--- src/sv/pli_pkg.sv ---
// Package for the piecewise linear interpolator: widths, codes and control types.
// Used by pli_ctrl, pli_dpath and the top level; depends on nothing.
package pli_pkg;

  localparam int MaxPoints = 64;
  localparam int FracBits  = 16;
  localparam int IdxW      = $clog2(MaxPoints);
  localparam int LenW      = IdxW + 1;
  localparam int CntW      = 7;
  localparam int DataW     = 32;
  localparam int QuotW     = DataW + FracBits + 1;
  localparam int DivCntW   = $clog2(QuotW + 1);

  typedef enum logic [1:0] {
    ST_OK    = 2'd0,
    ST_BELOW = 2'd1,
    ST_ABOVE = 2'd2,
    ST_EMPTY = 2'd3
  } status_t;

  localparam logic REQ_LOAD = 1'b0;
  localparam logic REQ_EVAL = 1'b1;

  typedef enum logic [3:0] {
    S_IDLE, S_RD_FIRST, S_RD_LAST, S_CHECK, S_PROBE, S_PROBE_CMP,
    S_RD_PAIR, S_RD_PAIR2, S_DIV_SETUP, S_DIV, S_MUL, S_SUM, S_OUT
  } state_t;

  // Commands from the controller to the datapath.
  typedef struct packed {
    logic capture;
    logic rd_first;
    logic rd_last;
    logic classify;
    logic probe_rd;
    logic probe_upd;
    logic rd_lo;
    logic rd_hi;
    logic div_setup;
    logic div_step;
    logic mul;
    logic sum;
    logic load_out;
  } cmd_t;

  // Status from the datapath to the controller.
  typedef struct packed {
    logic early_done;
    logic search_done;
    logic div_done;
  } stat_t;

endpackage

--- src/sv/pli_ctrl.sv ---
// Controller state machine for the interpolator: sequences reads, search,
// division and blend. Depends on pli_pkg.
module pli_ctrl
  import pli_pkg::*;
(
  input  logic  clk,
  input  logic  rst,
  input  logic  in_valid,
  input  logic  in_stall,
  input  logic  req_type,
  input  logic  out_busy,
  input  stat_t st,
  output cmd_t  cmd,
  output logic  busy
);

  state_t state, state_next;

  // State register.
  always_ff @(posedge clk) begin
    if (rst) state <= S_IDLE;
    else     state <= state_next;
  end

  // Next-state logic.
  always_comb begin
    state_next = state;
    unique case (state)
      S_IDLE:      if (in_valid && !in_stall && req_type == REQ_EVAL) state_next = S_RD_FIRST;
      S_RD_FIRST:  state_next = S_RD_LAST;
      S_RD_LAST:   state_next = S_CHECK;
      S_CHECK:     state_next = st.early_done ? S_OUT : S_PROBE;
      S_PROBE:     state_next = st.search_done ? S_RD_PAIR : S_PROBE_CMP;
      S_PROBE_CMP: state_next = S_PROBE;
      S_RD_PAIR:   state_next = S_RD_PAIR2;
      S_RD_PAIR2:  state_next = S_DIV_SETUP;
      S_DIV_SETUP: state_next = S_DIV;
      S_DIV:       if (st.div_done) state_next = S_MUL;
      S_MUL:       state_next = S_SUM;
      S_SUM:       state_next = S_OUT;
      S_OUT:       if (!out_busy) state_next = S_IDLE;
      default:     state_next = S_IDLE;
    endcase
  end

  // Output decode.
  always_comb begin
    cmd = '0;
    busy = 1'b1;
    unique case (state)
      S_IDLE: begin
        busy = 1'b0;
        cmd.capture = 1'b1;
      end
      S_RD_FIRST:  cmd.rd_first = 1'b1;
      S_RD_LAST:   cmd.rd_last = 1'b1;
      S_CHECK:     cmd.classify = 1'b1;
      S_PROBE:     cmd.probe_rd = !st.search_done;
      S_PROBE_CMP: cmd.probe_upd = 1'b1;
      S_RD_PAIR:   cmd.rd_lo = 1'b1;
      S_RD_PAIR2:  cmd.rd_hi = 1'b1;
      S_DIV_SETUP: cmd.div_setup = 1'b1;
      S_DIV:       cmd.div_step = 1'b1;
      S_MUL:       cmd.mul = 1'b1;
      S_SUM:       cmd.sum = 1'b1;
      S_OUT:       cmd.load_out = !out_busy;
      default:     cmd = '0;
    endcase
  end

endmodule

--- config.mk ---
export PLATFORM = sky130hd
export DESIGN_NAME = pli_ctrl
export DESIGN_NICKNAME = d
export VERILOG_FILES = /design/src/sv/pli_pkg.sv /design/src/sv/pli_ctrl.sv
export SDC_FILE = /design/constraint.sdc
export NUM_CORES = 1
export LEC_CHECK = 0
export BUFFER_PORTS_ARGS = -buffer_cell sky130_fd_sc_hd__buf_4
export CAP_MARGIN = 30
export CELL_PAD_IN_SITES_DETAIL_PLACEMENT = 0
export CELL_PAD_IN_SITES_GLOBAL_PLACEMENT = 1
export CORE_AREA = 4 4 41 43
export CTS_BUF_LIST = sky130_fd_sc_hd__clkbuf_2 sky130_fd_sc_hd__clkbuf_4 sky130_fd_sc_hd__clkbuf_8
export DETAILED_ROUTE_END_ITERATION = 8
export DIE_AREA = 0 0 45 47
export PLACE_DENSITY_LB_ADDON = 0.1
export SLEW_MARGIN = 40
export SYNTH_ARGS = -nofsm -noshare
export SYNTH_HDL_FRONTEND = slang
export SYNTH_SLANG_ARGS = --single-unit
--- constraint.sdc ---
create_clock -name clk -period 3 [get_ports clk]
set_input_delay 0.6 -clock clk [delete_from_list [all_inputs] [get_ports clk]]
set_output_delay 0.6 -clock clk [all_outputs]
set_load 0.01 [all_outputs]
# Word-level counts from Yosys, hierarchy flattened
# Cells that the tools add are included.
dict set report word_totals {
  wordCells 43
  input_bits 9
  register_bits 4
  output_inout_bits 14
}
dict set report classes {
  eq_ne 15
  reduce_logical 7
  mux 20
}
# cell count
set ops {}
lappend ops {{4-bit one-hot mux with 13 select lines} 1}
lappend ops {{4-bit == test, second input constant} 5}
lappend ops {{4-bit by 3-bit == test with 1-bit output, second input constant} 4}
lappend ops {{4-bit 2-to-1 mux} 4}
lappend ops {{1-bit 2-to-1 mux} 14}
lappend ops {{4-bit by 2-bit == test with 1-bit output, second input constant} 2}
lappend ops {{2-bit != test, second input constant} 3}
lappend ops {{4-bit by 1-bit == test with 1-bit output, second input constant} 1}
lappend ops {{4-bit zero test} 1}
lappend ops {{1-bit zero test} 3}
lappend ops {{3-bit AND reduction} 1}
lappend ops {{1-bit logical AND} 2}
lappend ops {{2-bit 2-to-1 mux} 1}

# Longest topological paths before layout
# Gate-level depths: netlist (run 1).
dict set report depth {
  depth_word 5
  mapped_depth 4
  ltp_nobuf 3
}

# Worst setup path before layout (run 1)
# No wires, ideal clock.
dict set report synth_timing {
  path_type {flip-flop to output port}
  startpoint {reg state[0]}
  endpoint {out cmd[11] in the netlist's numbering}
  required_ns 2.400
  arrival_ns 1.064
  path_stages_with_launch 4
  path_slack_ns 1.336
  n_path_buf 1
  path_cell_list {dfxtp_1 -> clkbuf_1 -> nand2b_1 -> nor3_1}
}
# element line_no
set synth_lines {}
lappend synth_lines {{from (decl)} pli_ctrl.sv:17} ;# state_t state, state_next;
lappend synth_lines {{from (signal assigned)} pli_ctrl.sv:22} ;# else state <= state_next;
lappend synth_lines {{to (decl)} pli_ctrl.sv:13} ;# output cmd_t cmd,

==> flow_summary.toml, run 1 <==
[status]
run_status = "completed"

[logic_synthesis]
synth_edf_count = 0
syn-cell-area_sq_um = 395
syn_avg_cell_area_sq_um = 7.06
async_flop_share = 0
synth_cells = 56
synth_cell_types = 28
ys.flop_type = "dfxtp_1"
yosys_register_bits = 4
synth-seq-area-share = 0.203
yosysWarnings = 0
synth_nets = 65

[timing]
slew_viol_final = 0
fin_setup_tns_ps = 0
grt_setup_unrepaired = "false"
finalClockSkew_ps = 1.55
max_slew_margin = 0.685
finalCritPeriodShare = 0.680
setup_viol = 0
min_period_ps = 2040
hold_violations = 0
tightest_slew_ps = 472
final.setup.worst_slack_ps = 960
timing.fmax_ghz = 0.490

[pwr]
netSwitchingPower_mw = 0.0361
switching_share = 0.236
ir_drop_mv = 0.171
total_power_mw = 0.153
p_comb_frac = 0.193
p_leak_nw = 0.269
clockPowerShare = 0.423
p_int_mw = 0.117
pwr-share-seq = 0.384
power.density_nw_per_um2 = 261

[global_routing]
grt_max_degree = 18
antenna_found_initial = 0
grt_first_pass_wirelength_um = 1590
track_usage = 0.109
grt_overflow_total = 0
grt_pass1_vias = 376

[routing]
wirelength_um = 1080
vias = 458
firstDrtPassIters = 4
via_per_inst = 4.98
route.detailed.drc = 0
ant_nets = 0
drt_iter0_markers = 7
wl_per_cell_um = 11.8

[clock_tree]
numCtsBuffers = 3
cts_sinks = 4
root_buffer = "clkbuf_4"
holdBufCountCts = 0
cts_buffer_depth = 2
insertion_delay_ps = 230
cts_resized = 0
post_cts_buffers = 0
cts_tree = "built"
cts.reportedPaths.clkPinSlew_ps = 40
h-tree-depth = 1

[setup_path]
startpoint = "state[2]"
crit_type = "reg -> out"
critPathLaunchType = "flip-flop"
regToRegStartpoint = "state[2]"
rr_endpoint = "state[1]"
worstRegToRegCells = 3
critPathCaptureType = "output pin"
worstPathArrival_ps = 1440
path_max_fanout = 17
r2r_slack_ps = 1540
cp.required_ps = 2400

[floorplanning]
dieArea_sq_um = 2120
die_h_um = 47
start_util = 0.304
rows = 13
dieWidth_um = 45
io_pins = 23
core_sq_um = 1300

[place]
gp_congestion = 0.742
dp_hpwl_um = 780
dpl.cell_count = 89
preCtsSetupSlack_ps = 1200
io_buffers = 22
placed_area_sq_um = 563

[cells_and_area]
final_cells = 92
largest_reg_flops = 4
antenna_cells = 0
area.growth.synth_to_final_pct = 48.1
reg_top3 = "state: 4 flops"
final_nets = 88
fillers = 147
drive_gt1_frac = 0.364
final_area_sq_um = 586
top_register = "state"

[min_path]
hold_depth = 2
hold_path_end = "state[3]"
hp-start = "rst"
hold_class = "in -> reg"

[flow_run]
maxCapViolations = 0
-- cell type report --
type | instances | area [sq um] | share of cell area
sequential | 4 | 80.1 | 0.137
tap | 15 | 18.8 | 0.0321
clock buffer | 3 | 22.5 | 0.0385
timing repair buffer | 22 | 165 | 0.282
multi-input combinational | 45 | 288 | 0.491
inverter | 3 | 11.3 | 0.0192
-- cell usage after synthesis (all sizes together) (2+ instances only) --
cell type / number / area, sq um
dfxtp: 4 / 80.1
nor2b: 2 / 12.5
nor3: 5 / 25.0
and3b: 3 / 26.3
o21ai: 2 / 10.0
nand2: 4 / 15.0
nor2: 7 / 26.3
clkbuf: 3 / 11.3
inv: 3 / 11.3
nand2b: 5 / 31.3
-- worst max path at each step --
| stage | cells after the start | slack, ps | to |
|---|---|---|---|
| 2_1_floorplan | 3 | 1340 | cmd[11] |
| 3_3_place_gp | 3 | 1210 | cmd[12] |
| 3_5_place_dp | 3 | 1200 | cmd[12] |
| 4_1_cts | 3 | 950 | cmd[12] |
| 5_1_grt | 3 | 800 | cmd[8] |
| 6_report | 3 | 960 | cmd[12] |
-- through the flow --
step | util | hold WS [ps]
after CTS | 0.450 | 564
after global placement | 0.433 | 662
final | 0.450 | 569
after global routing | 0.450 | 563
after detailed placement | 0.433 | 682
after floorplan | - | 606
-- metal layers --
metal,vias to the layer above,global-route usage,part of all wire
li1,245,-,-
met1,194,0.152,0.49
met2,15,0.141,0.43
met3,4,0.0115,0.050
met4,0,0.105,0.033
met5,-,0,0
-- worst max-delay path, stage by stage (launching register included) --
cell	delay (ps)
dfxtp_1	440
or4_4	600
inv_1	70
buf_4	110
-- power groups by stage --
stage | Sequential (mW) | Combinational [mW] | Clock (mW)
after floorplan | 0.0567 | 0.0162 | 0
after global placement | 0.0597 | 0.0296 | 0
after detailed placement | 0.0598 | 0.0298 | 0
after CTS | 0.0589 | 0.0299 | 0.0682
after global routing | 0.0592 | 0.0321 | 0.0765
final | 0.0588 | 0.0294 | 0.0647
-- logic make-up (layout without fill, tap and decap cells) --
logic type,after synthesis,count (layout),share of synthesized area
flip-flops,4,4,0.203
AND/OR/NAND/NOR,33,33,0.494
AO/OA/AOI/OAI,12,12,0.234
buffers and inverters,7,28,0.0696
-- cell usage in the layout (no fill, tap or decap), types with 2 or more instances in the layout --
cell and n:
nand2b_1 5, clkbuf_4 3, nor2_1 7, dfxtp_1 4, and3b_1 3, buf_4 22
nor2b_1 2, o21ai_0 2, nand2_1 4, nor3_1 5, inv_1 3
Power figures use the tool's default switching activity.
==> inputs of run 2 (changes only) <==
--- a/config.mk
+++ b/config.mk
@@ -9,10 +9,10 @@
 export CAP_MARGIN = 30
 export CELL_PAD_IN_SITES_DETAIL_PLACEMENT = 0
 export CELL_PAD_IN_SITES_GLOBAL_PLACEMENT = 1
-export CORE_AREA = 4 4 41 43
+export CORE_MARGIN = 4
+export CORE_UTILIZATION = 29
 export CTS_BUF_LIST = sky130_fd_sc_hd__clkbuf_2 sky130_fd_sc_hd__clkbuf_4 sky130_fd_sc_hd__clkbuf_8
 export DETAILED_ROUTE_END_ITERATION = 8
-export DIE_AREA = 0 0 45 47
 export PLACE_DENSITY_LB_ADDON = 0.1
 export SLEW_MARGIN = 40
 export SYNTH_ARGS = -nofsm -noshare
==> constraint.sdc (replaced) <==
create_clock -name clk -period 2.02 [get_ports clk]
set_input_delay 0.404 -clock clk [delete_from_list [all_inputs] [get_ports clk]]
set_output_delay 0.404 -clock clk [all_outputs]
set_load 0.01 [all_outputs]
==> flow_summary.toml, run 2 (synthesis results as in run 1) <==
[status]
run_status = "completed"

[pwr]
ir_drop_mv = 0.233
power.density_nw_per_um2 = 376
switching_share = 0.232
pwr-share-seq = 0.387
netSwitchingPower_mw = 0.0525
p_leak_nw = 0.280
total_power_mw = 0.226
p_int_mw = 0.173
p_comb_frac = 0.194
clockPowerShare = 0.419

[routing]
wirelength_um = 1060
via_per_inst = 4.96
route.detailed.drc = 0
firstDrtPassIters = 3
drt_iter0_markers = 9
wl_per_cell_um = 11.3
ant_nets = 0
vias = 466

[global_routing]
met3_usage = 0.0279
grtUsageMet2 = 0.167
track_usage = 0.120
grt_max_degree = 18
grtUsageMet1 = 0.166
busiest_layer = "met2"
grt_pass1_vias = 441
grt_overflow_total = 0
antenna_found_initial = 0
grt_first_pass_wirelength_um = 1810

[clock_tree]
cts.reportedPaths.clkPinSlew_ps = 30
cts_tree = "built"
h-tree-depth = 1
insertion_delay_ps = 230
post_cts_buffers = 0
holdBufCountCts = 0
cts_sinks = 4
numCtsBuffers = 3
cts_resized = 0
cts_buffer_depth = 2
root_buffer = "clkbuf_4"

[place]
gp_congestion = 0.735
io_buffers = 22
placed_area_sq_um = 578
dp_hpwl_um = 808
dpl.cell_count = 91

[floorplanning]
dieWidth_um = 44.9
io_pins = 23
rows = 13
core_sq_um = 1280
die_h_um = 44.9
start_util = 0.308
dieArea_sq_um = 2020

[timing]
hold_ws_ps = 372
finalClockSkew_ps = 0.517
finalCritPeriodShare = 0.900
hold_violations = 0
slew_viol_final = 0
min_period_ps = 1820
timing.fmax_ghz = 0.550
tightest_slew_ps = 496
max_slew_margin = 0.669
grt_setup_unrepaired = "false"
fin_setup_tns_ps = 0
setup_viol = 0

[cells_and_area]
layout_commonest_cell = "buf_4"
final_cells = 94
antenna_cells = 0
reg_top3 = "state: 4 flops"
drive_gt1_frac = 0.380
top_register = "state"
most-common-layout-cells = "buf_4 (24), nor2_1 (7), nand2b_1 (5), nor3_1 (5)"
area.growth.synth_to_final_pct = 51.9
largest_reg_flops = 4
final_nets = 90
final_area_sq_um = 601

[setup_path]
cp.required_ps = 1620
path_max_fanout = 13
critPathLaunchType = "flip-flop"
worstPathArrival_ps = 1410
critPathCaptureType = "output pin"
crit_type = "reg -> out"

[min_path]
hold_class = "in -> reg"

[flow_run]
maxCapViolations = 0
[run 2: changes by cell type in the layout (fill, tap and decap cells not counted), sizes merged]
cell	delta
buf	+2
[run 2: power by group through the flow]
stage / sequential [mW] / clock [mW] / combinational, mW
finish: 0.0875 / 0.0946 / 0.0439
CTS: 0.0873 / 0.101 / 0.0446
floorplan: 0.0841 / 0 / 0.0241
global route: 0.0882 / 0.106 / 0.0486
detailed placement: 0.0886 / 0 / 0.0440
global placement: 0.0886 / 0 / 0.0442
[run 2: critical path, cell delays in order, from the launching register on]
cell and delay, ps:
dfxtp_1 400, or4_4 600, inv_1 70, buf_4 110
[run 2: cell type report]
cell class / count / area, sq um
flip-flops and latches: 4 / 80.1
repair buffers: 24 / 180
clock buffers: 3 / 22.5
well taps: 15 / 18.8
multi-input cells: 45 / 288
fillers: 142 / 684
inverters: 3 / 11.3
[run 2: stage by stage]
step	setup slack, ps	util
final	202	0.467
after global routing	110	0.467
after CTS	175	0.467
after detailed placement	427	0.450
after global placement	443	0.450
after floorplan	552	-
[run 2: path summary, 6_finish.rpt]
check	startpoint	end	slack, ps	cells after the start
setup reg to reg	state[1]	state[0]	610	3
setup / recovery	state[1]	cmd[12]	200	3
hold reg to reg	state[2]	state[2]	550	2
hold / removal	rst	state[3]	370	2
[run 2: per-layer routing]
| layer | share of wire | wire [um] | vias to the layer above |
|---|---|---|---|
| met1 | 0.48 | 506 | 208 |
| met3 | 0.054 | 57 | 0 |
| met4 | 0 | 0 | 0 |
| met5 | 0 | 0 | - |
| met2 | 0.47 | 499 | 8 |
| li1 | - | - | 250 |
